==> src/hw/rtl/rztp_pkg.sv <==
// ---------------------------------------------------------------------------
// rztp_pkg
// Shared types and constants for the Z-rotation plus translation point block.
// ---------------------------------------------------------------------------
`timescale 1ns / 1ps

package rztp_pkg;

   localparam int COORD_WIDTH  = 32;   // Q16.16 coordinates
   localparam int ANGLE_WIDTH  = 16;   // binary angle, full scale is one turn
   localparam int TRIG_WIDTH   = 17;   // Q1.15 widened so +1.0 fits
   localparam int TURN_WIDTH   = 32;   // internal turn fraction
   localparam int CORDIC_WIDTH = 34;   // Q2.30 with headroom
   localparam int CORDIC_STEPS = 24;
   localparam int STEP_WIDTH   = $clog2(CORDIC_STEPS);
   localparam int TRIG_FRAC    = 15;
   localparam int DATA_WIDTH   = 32;
   localparam int ADDR_WIDTH   = 4;

   localparam logic signed [CORDIC_WIDTH-1:0] CORDIC_X_START = 34'sd652032874;
   localparam logic signed [TRIG_WIDTH-1:0]   TRIG_ONE       = 17'sd32768;
   localparam logic signed [TRIG_WIDTH-1:0]   TRIG_ZERO      = 17'sd0;

   localparam logic [TURN_WIDTH-1:0] ATAN_TABLE [CORDIC_STEPS] = '{
      32'd536870912, 32'd316933406, 32'd167458907, 32'd85004756,
      32'd42667331,  32'd21354465,  32'd10679838,  32'd5340245,
      32'd2670163,   32'd1335087,   32'd667544,    32'd333772,
      32'd166886,    32'd83443,     32'd41722,     32'd20861,
      32'd10430,     32'd5215,      32'd2608,      32'd1304,
      32'd652,       32'd326,       32'd163,       32'd81
   };

   typedef enum logic [1:0] {
      REG_HEADING,
      REG_OFFSET_X,
      REG_OFFSET_Y,
      REG_OFFSET_Z
   } csr_index_type;

   typedef enum logic [1:0] {
      SC_IDLE,
      SC_ROTATE,
      SC_FINISH
   } sincos_state_type;

   typedef struct packed {
      logic signed [COORD_WIDTH-1:0] point_x;
      logic signed [COORD_WIDTH-1:0] point_y;
      logic signed [COORD_WIDTH-1:0] point_z;
   } req_payload_type;

   typedef struct packed {
      logic signed [COORD_WIDTH-1:0] result_x;
      logic signed [COORD_WIDTH-1:0] result_y;
      logic signed [COORD_WIDTH-1:0] result_z;
      logic                          saturated;
   } rsp_payload_type;

endpackage

==> src/hw/rtl/rztp_sincos.sv <==
// ---------------------------------------------------------------------------
// rztp_sincos
// Iterative CORDIC that forms Q1.15 cosine and sine of the heading, one
// micro-rotation per cycle, then rounds, clamps and folds in the quadrant.
// ---------------------------------------------------------------------------
`timescale 1ns / 1ps

module rztp_sincos (
   input  logic                                   clock,
   input  logic                                   reset,
   input  logic                                   start,
   input  logic [rztp_pkg::ANGLE_WIDTH-1:0]       heading_in,
   output logic                                   busy,
   output logic signed [rztp_pkg::TRIG_WIDTH-1:0] cos_q15,
   output logic signed [rztp_pkg::TRIG_WIDTH-1:0] sin_q15
);

   localparam int CW = rztp_pkg::CORDIC_WIDTH;
   localparam int TW = rztp_pkg::TRIG_WIDTH;
   localparam int RW = CW - rztp_pkg::TRIG_FRAC;

   function automatic logic signed [TW-1:0] clamp_q15(input logic signed [RW-1:0] v);
      logic signed [RW-1:0] hi;
      logic signed [RW-1:0] lo;
      hi = RW'(32768);
      lo = -hi;
      if (v > hi) begin
         return rztp_pkg::TRIG_ONE;
      end else if (v < lo) begin
         return -rztp_pkg::TRIG_ONE;
      end
      return v[TW-1:0];
   endfunction

   rztp_pkg::sincos_state_type state_ff, state_in;

   logic signed [CW-1:0]                  x_ff, x_in;
   logic signed [CW-1:0]                  y_ff, y_in;
   logic signed [CW-1:0]                  z_ff, z_in;
   logic [rztp_pkg::STEP_WIDTH-1:0]       step_ff, step_in;
   logic [1:0]                            quad_ff, quad_in;
   logic                                  zero_ff, zero_in;
   logic signed [TW-1:0]                  cos_ff, cos_in;
   logic signed [TW-1:0]                  sin_ff, sin_in;

   logic [rztp_pkg::TURN_WIDTH-1:0]       angle;
   logic [rztp_pkg::TURN_WIDTH-1:0]       angle_bias;
   logic [rztp_pkg::TURN_WIDTH-1:0]       residual;
   logic signed [CW-1:0]                  dx;
   logic signed [CW-1:0]                  dy;
   logic signed [CW-1:0]                  da;
   logic signed [CW-1:0]                  x_rnd;
   logic signed [CW-1:0]                  y_rnd;
   logic signed [TW-1:0]                  c_val;
   logic signed [TW-1:0]                  s_val;

   assign angle      = {heading_in, {(rztp_pkg::TURN_WIDTH-rztp_pkg::ANGLE_WIDTH){1'b0}}};
   assign angle_bias = angle + 32'h2000_0000;
   assign residual   = angle - {angle_bias[31:30], 30'd0};

   assign dx    = y_ff >>> step_ff;
   assign dy    = x_ff >>> step_ff;
   assign da    = $signed({2'b00, rztp_pkg::ATAN_TABLE[step_ff]});
   assign x_rnd = x_ff + CW'(16384);
   assign y_rnd = y_ff + CW'(16384);
   assign c_val = clamp_q15(x_rnd[CW-1:rztp_pkg::TRIG_FRAC]);
   assign s_val = clamp_q15(y_rnd[CW-1:rztp_pkg::TRIG_FRAC]);

   always_comb begin
      state_in = state_ff;
      x_in     = x_ff;
      y_in     = y_ff;
      z_in     = z_ff;
      step_in  = step_ff;
      quad_in  = quad_ff;
      zero_in  = zero_ff;
      cos_in   = cos_ff;
      sin_in   = sin_ff;
      unique case (state_ff)
         rztp_pkg::SC_IDLE: ;
         rztp_pkg::SC_ROTATE: begin
            if (!z_ff[CW-1]) begin
               x_in = x_ff - dx;
               y_in = y_ff + dy;
               z_in = z_ff - da;
            end else begin
               x_in = x_ff + dx;
               y_in = y_ff - dy;
               z_in = z_ff + da;
            end
            step_in = step_ff + 1'b1;
            if (step_ff == rztp_pkg::STEP_WIDTH'(rztp_pkg::CORDIC_STEPS - 1)) begin
               state_in = rztp_pkg::SC_FINISH;
            end
         end
         rztp_pkg::SC_FINISH: begin
            // fold the quadrant back in; zero heading is an exact identity
            if (zero_ff) begin
               cos_in = rztp_pkg::TRIG_ONE;
               sin_in = rztp_pkg::TRIG_ZERO;
            end else begin
               case (quad_ff)
                  2'd0: begin cos_in = c_val;  sin_in = s_val;  end
                  2'd1: begin cos_in = -s_val; sin_in = c_val;  end
                  2'd2: begin cos_in = -c_val; sin_in = -s_val; end
                  default: begin cos_in = s_val; sin_in = -c_val; end
               endcase
            end
            state_in = rztp_pkg::SC_IDLE;
         end
         default: begin
            state_in = rztp_pkg::SC_IDLE;
         end
      endcase
      // a new heading restarts the rotation from any state
      if (start) begin
         x_in     = rztp_pkg::CORDIC_X_START;
         y_in     = '0;
         z_in     = $signed({{(CW-rztp_pkg::TURN_WIDTH){residual[31]}}, residual});
         step_in  = '0;
         quad_in  = angle_bias[31:30];
         zero_in  = (heading_in == '0);
         state_in = rztp_pkg::SC_ROTATE;
      end
   end

   always_ff @(posedge clock) begin
      if (reset) begin
         state_ff <= rztp_pkg::SC_IDLE;
         cos_ff   <= rztp_pkg::TRIG_ONE;
         sin_ff   <= rztp_pkg::TRIG_ZERO;
      end else begin
         state_ff <= state_in;
         cos_ff   <= cos_in;
         sin_ff   <= sin_in;
      end
   end

   always_ff @(posedge clock) begin
      x_ff    <= x_in;
      y_ff    <= y_in;
      z_ff    <= z_in;
      step_ff <= step_in;
      quad_ff <= quad_in;
      zero_ff <= zero_in;
   end

   assign busy    = (state_ff != rztp_pkg::SC_IDLE);
   assign cos_q15 = cos_ff;
   assign sin_q15 = sin_ff;

endmodule

==> config.mk <==
export PLATFORM = sky130hd
export DESIGN_NAME = rztp_sincos
export DESIGN_NICKNAME = d
export VERILOG_FILES = /design/src/hw/rtl/rztp_pkg.sv /design/src/hw/rtl/rztp_sincos.sv
export SDC_FILE = /design/constraint.sdc
export NUM_CORES = 1
export LEC_CHECK = 0
export ABC_AREA = 1
export BUFFER_PORTS_ARGS = -buffer_cell sky130_fd_sc_hd__buf_2
export CORE_MARGIN = 3
export CORE_UTILIZATION = 66
export DETAILED_ROUTE_END_ITERATION = 10
export MAX_ROUTING_LAYER = met4
export PLACE_DENSITY = 0.86
export SYNTH_ARGS = -nofsm -noshare
export SYNTH_HDL_FRONTEND = slang
export SYNTH_SLANG_ARGS = --single-unit
==> constraint.sdc <==
create_clock -name clock -period 5.76 [get_ports clock]
set_input_delay 0.288 -clock clock [delete_from_list [all_inputs] [get_ports clock]]
set_output_delay 0.288 -clock clock [all_outputs]
set_load 0.05 [all_outputs]
==> qor.json, run 1 <==
{
  "outcome": "finished clean",
  "worstMarginPinSlew_ns": 1.05,
  "synth_largest_type_area_fraction": 0.186,
  "htree_num_levels": 4,
  "timing.final.crit_share": 0.921,
  "maxClockFrequency_mhz": 189,
  "wirelength_um": 68200,
  "area_growth_pct": 4.70,
  "clock_sink_count": 146,
  "post-route-drc-count": 0,
  "yosys.cell_types.count": 70,
  "crit_buf_inv": 4,
  "largest_net_degree_at_the_start_of_global_routing": 88,
  "dieWidth_um": 180,
  "post_synth_main_area_contributors": "sky130_fd_sc_hd__nand2_1, sky130_fd_sc_hd__dfxtp_1, sky130_fd_sc_hd__a21oi_1",
  "worst_slew_margin_rel": 0.302,
  "clk_root_buffer_cell": "sky130_fd_sc_hd__clkbuf_16",
  "hold_viol_final": 0,
  "netlist_instances": 3441,
  "holdCritPathClass": "primary input to flip-flop",
  "worst_path_most_repeated_cell": "sky130_fd_sc_hd__a21oi_1",
  "report.final.slew_viol_count": 0,
  "cp.required_ns": 6.03,
  "timing.max_cap.violations": 0,
  "mappedNetlistNets": 3580,
  "place.port_buffers": 53,
  "routabilityCongestion": 1.11,
  "synth_area_mm2": 0.0200,
  "fin_total_pwr_w": 0.0110,
  "viasPerCell": 6.21,
  "worst_clock_skew_ns": 0.0176,
  "dpl.hpwl_um": 52300,
  "synth_warnings": 0,
  "crit_path_start_kind": "flip-flop",
  "synth_top_cell_by_area": "sky130_fd_sc_hd__nand2_1",
  "finalNetCount": 3552,
  "grt_overflow_total": 0,
  "fp.dieH_um": 180,
  "floorplan.initialDensity": 0.673,
  "cts_setup_buffers": 0,
  "highest_ir_drop_seen_on_vdd_mv": 0.444,
  "via_count": 23700,
  "power.leakage_nw": 10.4,
  "grt_first_pass_wirelength_um": 109000,
  "antenna_violating_nets_post_route": 0,
  "synth-main-ff-cell": "sky130_fd_sc_hd__dfxtp_1",
  "critical_path_fanout_max": 53,
  "crit_family": "simple AND/OR/NAND/NOR gates",
  "core.rowCount": 63,
  "synth_edf_count": 37,
  "drt-initial-drc-count": 3372,
  "coreArea_mm2": 0.0298,
  "layout-drive-gt1-share": 0.0701,
  "fp.dieArea_mm2": 0.0325,
  "clock_latency_late_sink_ns": 0.47,
  "async_set_or_reset_flop_fraction_in_the_synthesized_netlist": 0,
  "crit_slowest_cell": "sky130_fd_sc_hd__dfxtp_2",
  "critPathMaxStageDelay_ns": 0.45,
  "clock_path_buffers": 2,
  "crit_arrival_ns": 5.58,
  "synthesis.area_per_instance_um2": 5.83,
  "grt_setup_unrepaired": "false",
  "cts-buffers-inserted": 17,
  "n_antenna_cell": 0,
  "clock_tree_from_tritoncts": "built",
  "critPathCaptureType": "flip-flop",
  "worst-setup-path-type": "flip-flop to flip-flop",
  "antenna_found_initial": 0,
  "first_global_vias": 21900,
  "cts_hold_buf": 0,
  "preCtsSetupSlack_ns": 0.450,
  "tns_ns": 0,
  "drt-pass1-iter-count": 7,
  "clkTransAtPathRegs_ns": 0.07,
  "power.density_mw_per_mm2": 524,
  "final_critical_path_setup_slack_ns": 0.456,
  "setup_viol": 0,
  "drt-wirelength-per-cell_um": 17.9,
  "postSynthRegisterBits": 146,
  "io_pins": 54,
  "synth-seq-area-share": 0.164,
  "timing.final.crit_period_ns": 5.30,
  "groute.usage.overall": 0.417
}
## final timing paths
check | startpoint | endpoint | slack [ns] | depth (start not counted)
setup / recovery | step_ff[1]$_SDFFE_PP0P_ | z_ff[33]$_DFFE_PP_ | 0.46 | 25
hold / removal | heading_in[4] | z_ff[20]$_DFFE_PP_ | 0.10 | 3
setup reg to reg | step_ff[1]$_SDFFE_PP0P_ | z_ff[33]$_DFFE_PP_ | 0.46 | 25
hold reg to reg | cos_q15[8]$_SDFFE_PP0N_ | cos_q15[8]$_SDFFE_PP0N_ | 0.46 | 2
## sequential cells by signal (all words and copies together) (netlist names)
register / flops
cos_q15: 17
quad_ff: 2
sin_q15: 17
state_ff: 2
step_ff: 5
x_ff: 34
y_ff: 34
z_ff: 34
zero_ff: 1
## power breakdown
part | leakage, nW | switching [W] | internal, W
sequential | 1.28 | 0.000281 | 0.00135
clock | 0.261 | 0.000486 | 0.000594
combinational | 8.90 | 0.00549 | 0.00280
## cell usage after synthesis (10+ instances only)
master and instances:
sky130_fd_sc_hd__buf_2 37, sky130_fd_sc_hd__nand3_1 293, sky130_fd_sc_hd__ha_1 117, sky130_fd_sc_hd__nand4_1 40
sky130_fd_sc_hd__o31ai_1 11, sky130_fd_sc_hd__or2_2 19, sky130_fd_sc_hd__edfxtp_1 37, sky130_fd_sc_hd__a221oi_1 10
sky130_fd_sc_hd__o21ai_1 66, sky130_fd_sc_hd__nor3_1 41, sky130_fd_sc_hd__dfxtp_1 109, sky130_fd_sc_hd__nor2_2 17
sky130_fd_sc_hd__o21bai_1 11, sky130_fd_sc_hd__o21a_1 19, sky130_fd_sc_hd__nand2_1 992, sky130_fd_sc_hd__buf_6 14
sky130_fd_sc_hd__inv_1 369, sky130_fd_sc_hd__o22ai_1 13, sky130_fd_sc_hd__clkbuf_1 58, sky130_fd_sc_hd__o21ai_0 218
sky130_fd_sc_hd__xnor2_1 45, sky130_fd_sc_hd__o211ai_1 19, sky130_fd_sc_hd__a21oi_1 294, sky130_fd_sc_hd__xor2_1 111
sky130_fd_sc_hd__buf_1 20, sky130_fd_sc_hd__inv_2 19, sky130_fd_sc_hd__nand2_2 14, sky130_fd_sc_hd__nor2_1 281
sky130_fd_sc_hd__a31oi_1 14
## routing by layer
layer / track usage / up-vias / part of all wire
li1: - / 11300 / -
met1: 0.491 / 10500 / 0.38
met2: 0.668 / 1445 / 0.45
met3: 0.0709 / 352 / 0.093
met4: 0.253 / 0 / 0.072
met5: - / - / 0
## worst register-to-register path: stages (launching register included)
cell	delay, ns
sky130_fd_sc_hd__dfxtp_2	0.45
sky130_fd_sc_hd__inv_2	0.15
sky130_fd_sc_hd__buf_12	0.21
sky130_fd_sc_hd__nor2_4	0.19
sky130_fd_sc_hd__inv_1	0.12
sky130_fd_sc_hd__o211ai_1	0.13
sky130_fd_sc_hd__nand3_1	0.14
sky130_fd_sc_hd__o31ai_1	0.14
sky130_fd_sc_hd__ha_1	0.24
sky130_fd_sc_hd__nand3_1	0.13
sky130_fd_sc_hd__nor3_2	0.27
sky130_fd_sc_hd__nand3_1	0.19
sky130_fd_sc_hd__nor3_2	0.26
sky130_fd_sc_hd__nand2_1	0.17
sky130_fd_sc_hd__nand2_1	0.24
sky130_fd_sc_hd__xor2_1	0.30
sky130_fd_sc_hd__ha_1	0.36
sky130_fd_sc_hd__a21oi_1	0.22
sky130_fd_sc_hd__inv_1	0.08
sky130_fd_sc_hd__a21oi_1	0.14
sky130_fd_sc_hd__o221ai_1	0.16
sky130_fd_sc_hd__a21oi_1	0.27
sky130_fd_sc_hd__a21oi_1	0.14
sky130_fd_sc_hd__nor2_1	0.12
sky130_fd_sc_hd__nor2_1	0.05
sky130_fd_sc_hd__o31ai_1	0.23
## cells by family (layout without fill, tap and decap cells)
logic type               after synthesis  after routing  synth area share
AO/OA/AOI/OAI                        735            735             0.208
XOR/XNOR                             157            157            0.0690
adder cells (fa/ha/maj)              120            120            0.0760
buffers and inverters                531            515             0.110
flip-flops                           146            146             0.164
multiplexers                           1              1          0.000499
AND/OR/NAND/NOR                     1751           1751             0.373
## cells in the final DEF, fill, tap and decap left out, types with 20 or more instances in the layout
cell type | synthesis | layout
sky130_fd_sc_hd__o21ai_1 | 66 | 68
sky130_fd_sc_hd__nor2_1 | 281 | 278
sky130_fd_sc_hd__buf_4 | 6 | 32
sky130_fd_sc_hd__xnor2_1 | 45 | 45
sky130_fd_sc_hd__ha_1 | 117 | 117
sky130_fd_sc_hd__dfxtp_1 | 109 | 105
sky130_fd_sc_hd__inv_1 | 369 | 367
sky130_fd_sc_hd__nand4_1 | 40 | 40
sky130_fd_sc_hd__nand3_1 | 293 | 293
sky130_fd_sc_hd__o21ai_0 | 218 | 216
sky130_fd_sc_hd__inv_2 | 19 | 20
sky130_fd_sc_hd__nor3_1 | 41 | 39
sky130_fd_sc_hd__edfxtp_1 | 37 | 37
sky130_fd_sc_hd__xor2_1 | 111 | 111
sky130_fd_sc_hd__nand2_1 | 992 | 992
sky130_fd_sc_hd__a21oi_1 | 294 | 294
sky130_fd_sc_hd__buf_2 | 37 | 53
## through the flow
step,util,instance area (µm²),std cells,hold slack [ns]
2_1_floorplan,-,20000,3441,0.400
5_1_grt,0.704,21000,3815,0.111
3_5_place_dp,0.685,20400,3784,0.452
4_1_cts,0.703,21000,3815,0.0979
6_report,0.704,21000,3815,0.103
3_3_place_gp,0.685,20400,3784,0.449
## what timing repair did
item                                   4_1_cts  5_1_grt
endpoints found under the hold margin        0        0
setup endpoints to repair                    0       14
gates resized for setup                      0       12
## cell type report
type                    count  area (µm²)
repair buffers             90         597
clock buffers              19         443
clock inverters            12        91.3
well taps                 390         488
multi-input cells        2764       14600
flip-flops and latches    146        3300
inverters                 394        1480
fillers                  2738        8810
Power figures use the tool's default switching activity.
==> inputs of run 2 (changes only) <==
Settings changed: REMOVE_ABC_BUFFERS from default to 1.
==> run 2 against run 1 <==
  * Flip-flop and latch count is the same
  * Critical path type unchanged
  * Largest power group unchanged
  * Register-to-register slack lost 0.07 ns
  * Power grew 2.6%
  * Highest routed layer unchanged
  * Non-clock buffer count grew 12
==> qor.json, run 2 (synthesis gave the netlist of run 1 again) <==
{
  "design_area_mm2": 0.0212,
  "dpl.hpwl_um": 53400,
  "fp.dieH_um": 180,
  "io_pins": 54,
  "mostFrequentLayoutCell": "sky130_fd_sc_hd__nand2_1",
  "cp.required_ns": 6.11,
  "area_growth_pct": 5.71,
  "place_inst": 3792,
  "layout_common_cells": "sky130_fd_sc_hd__nand2_1, sky130_fd_sc_hd__inv_1, sky130_fd_sc_hd__a21oi_1, sky130_fd_sc_hd__nand3_1, sky130_fd_sc_hd__nor2_1",
  "area.sequential_mm2": 0.00330,
  "largest_net_degree_at_the_start_of_global_routing": 88,
  "clock_sink_count": 146,
  "clock_latency_late_sink_ns": 0.47,
  "worst_clock_skew_ns": 0.0160,
  "wirelength_um": 70800,
  "drt-pass1-iter-count": 7,
  "clock_tree_from_tritoncts": "built",
  "via_count": 24000,
  "drt-initial-drc-count": 3083,
  "largestRegisters": "x_ff (34), y_ff (34), z_ff (34)",
  "viasPerCell": 6.26,
  "multi_input_comb_area_mm2": 0.0146,
  "clkTransAtPathRegs_ns": 0.07,
  "cts-buffers-inserted": 17,
  "crit_path_start_kind": "flip-flop",
  "timing.max_cap.violations": 0,
  "worst-setup-path-type": "flip-flop to flip-flop",
  "maxClockFrequency_mhz": 186,
  "power.density_mw_per_mm2": 533,
  "drt-wirelength-per-cell_um": 18.5,
  "critPathCaptureType": "flip-flop",
  "post_layout_cell_count": 3828,
  "highest_ir_drop_seen_on_vdd_mv": 0.434,
  "groute.usage.overall": 0.427,
  "finalNetCount": 3564,
  "clk_root_buffer_cell": "sky130_fd_sc_hd__clkbuf_16",
  "placedInstanceArea_mm2": 0.0205,
  "routabilityCongestion": 1.14,
  "floorplan.initialDensity": 0.673,
  "n_antenna_cell": 0,
  "hold_viol_final": 0,
  "coreArea_mm2": 0.0298,
  "fp.dieArea_mm2": 0.0325,
  "report.final.slew_viol_count": 0,
  "grt_first_pass_wirelength_um": 111000,
  "antenna_found_initial": 0,
  "timing.final.crit_period_ns": 5.38,
  "layout-drive-gt1-share": 0.0756,
  "place.port_buffers": 53,
  "first_global_vias": 21800,
  "clock_path_buffers": 2,
  "critical_path_fanout_max": 44,
  "crit_arrival_ns": 5.73,
  "post-route-drc-count": 0,
  "antenna_violating_nets_post_route": 0,
  "worstMarginPinSlew_ns": 1.11,
  "power.leakage_nw": 10.5,
  "grt_overflow_total": 0,
  "setup_viol": 0,
  "htree_num_levels": 4,
  "dieWidth_um": 180,
  "outcome": "finished clean",
  "filler_cell_count": 2732,
  "core.rowCount": 63,
  "timing.final.crit_share": 0.933,
  "worst_slew_margin_rel": 0.260,
  "holdCritPathClass": "primary input to flip-flop"
}
run 2: per-stage QoR:
stage	hold slack, ns	total power [W]	worst slack [ns]	util	setup TNS (ns)
after floorplan	0.350	0.00765	-1.27	-	-43.65
after CTS	0.105	0.0109	0.0504	0.707	0
after global placement	0.449	0.00944	0.425	0.687	0
final	0.110	0.0113	0.384	0.711	0
after global routing	0.128	0.0122	-0.00616	0.711	-0.00616
after detailed placement	0.452	0.00965	0.203	0.687	0
run 2: report_power, final:
group / total, W / internal [W] / switching [W] / leakage, nW
registers: 0.00163 / 0.00135 / 0.000277 / 1.28
clock network: 0.00122 / 0.000693 / 0.000522 / 0.289
logic: 0.00845 / 0.00282 / 0.00563 / 8.97
total: 0.0113 / 0.00486 / 0.00642 / 10.5
run 2: final cells by class:
cell class	count	area share
clock buffer	19	0.0209
clock inverter	13	0.00744
inverter	394	0.0701
multi-input combinational	2764	0.689
sequential	146	0.156
tap	390	0.0230
timing repair buffer	102	0.0334
run 2: path summary, 6_finish.rpt:
path,start,endpoint,slack [ns],depth (start not counted)
max reg2reg,step_ff[4]$_SDFFE_PP0P_,x_ff[24]$_SDFFE_PP0P_,0.38,24
min,heading_in[1],z_ff[17]$_DFFE_PP_,0.11,3
min reg2reg,cos_q15[3]$_SDFFE_PP0N_,cos_q15[3]$_SDFFE_PP0N_,0.46,2
max,step_ff[4]$_SDFFE_PP0P_,x_ff[24]$_SDFFE_PP0P_,0.38,24
run 2: what timing repair did:
| action | in CTS | in global routing |
|---|---|---|
| hold buffers | 0 | 0 |
| hold endpoints to repair | 0 | 0 |
| endpoints found under the setup margin | 0 | 25 |
| buffers inserted | 0 | 3 |
| gates resized for setup | 0 | 26 |
run 2: metal layers:
| layer | track usage | vias up | wire, µm |
|---|---|---|---|
| li1 | - | 11400 | - |
| met1 | 0.520 | 10600 | 26700 |
| met2 | 0.671 | 1582 | 31300 |
| met3 | 0.0723 | 362 | 7620 |
| met4 | 0.245 | 0 | 5130 |
| met5 | - | - | 0 |
run 2: critical path: stages, from the launching register on:
cell and delay, ns:
sky130_fd_sc_hd__dfxtp_1 0.36, sky130_fd_sc_hd__buf_4 0.24, sky130_fd_sc_hd__inv_2 0.31, sky130_fd_sc_hd__buf_4 0.50, sky130_fd_sc_hd__o21ai_0 0.27, sky130_fd_sc_hd__o21ai_1 0.37, sky130_fd_sc_hd__nand2_1 0.09, sky130_fd_sc_hd__nor2_1 0.11
sky130_fd_sc_hd__nand2_2 0.09, sky130_fd_sc_hd__nor2_4 0.14, sky130_fd_sc_hd__inv_2 0.08, sky130_fd_sc_hd__o21ai_2 0.17, sky130_fd_sc_hd__xor2_1 0.17, sky130_fd_sc_hd__inv_1 0.06, sky130_fd_sc_hd__ha_1 0.32, sky130_fd_sc_hd__a21oi_1 0.31
sky130_fd_sc_hd__o21ai_0 0.15, sky130_fd_sc_hd__o21bai_1 0.30, sky130_fd_sc_hd__nand3_1 0.12, sky130_fd_sc_hd__nand2_1 0.11, sky130_fd_sc_hd__a21boi_0 0.35, sky130_fd_sc_hd__o21ai_0 0.21, sky130_fd_sc_hd__xor2_1 0.18, sky130_fd_sc_hd__o21ai_0 0.17
sky130_fd_sc_hd__inv_1 0.06
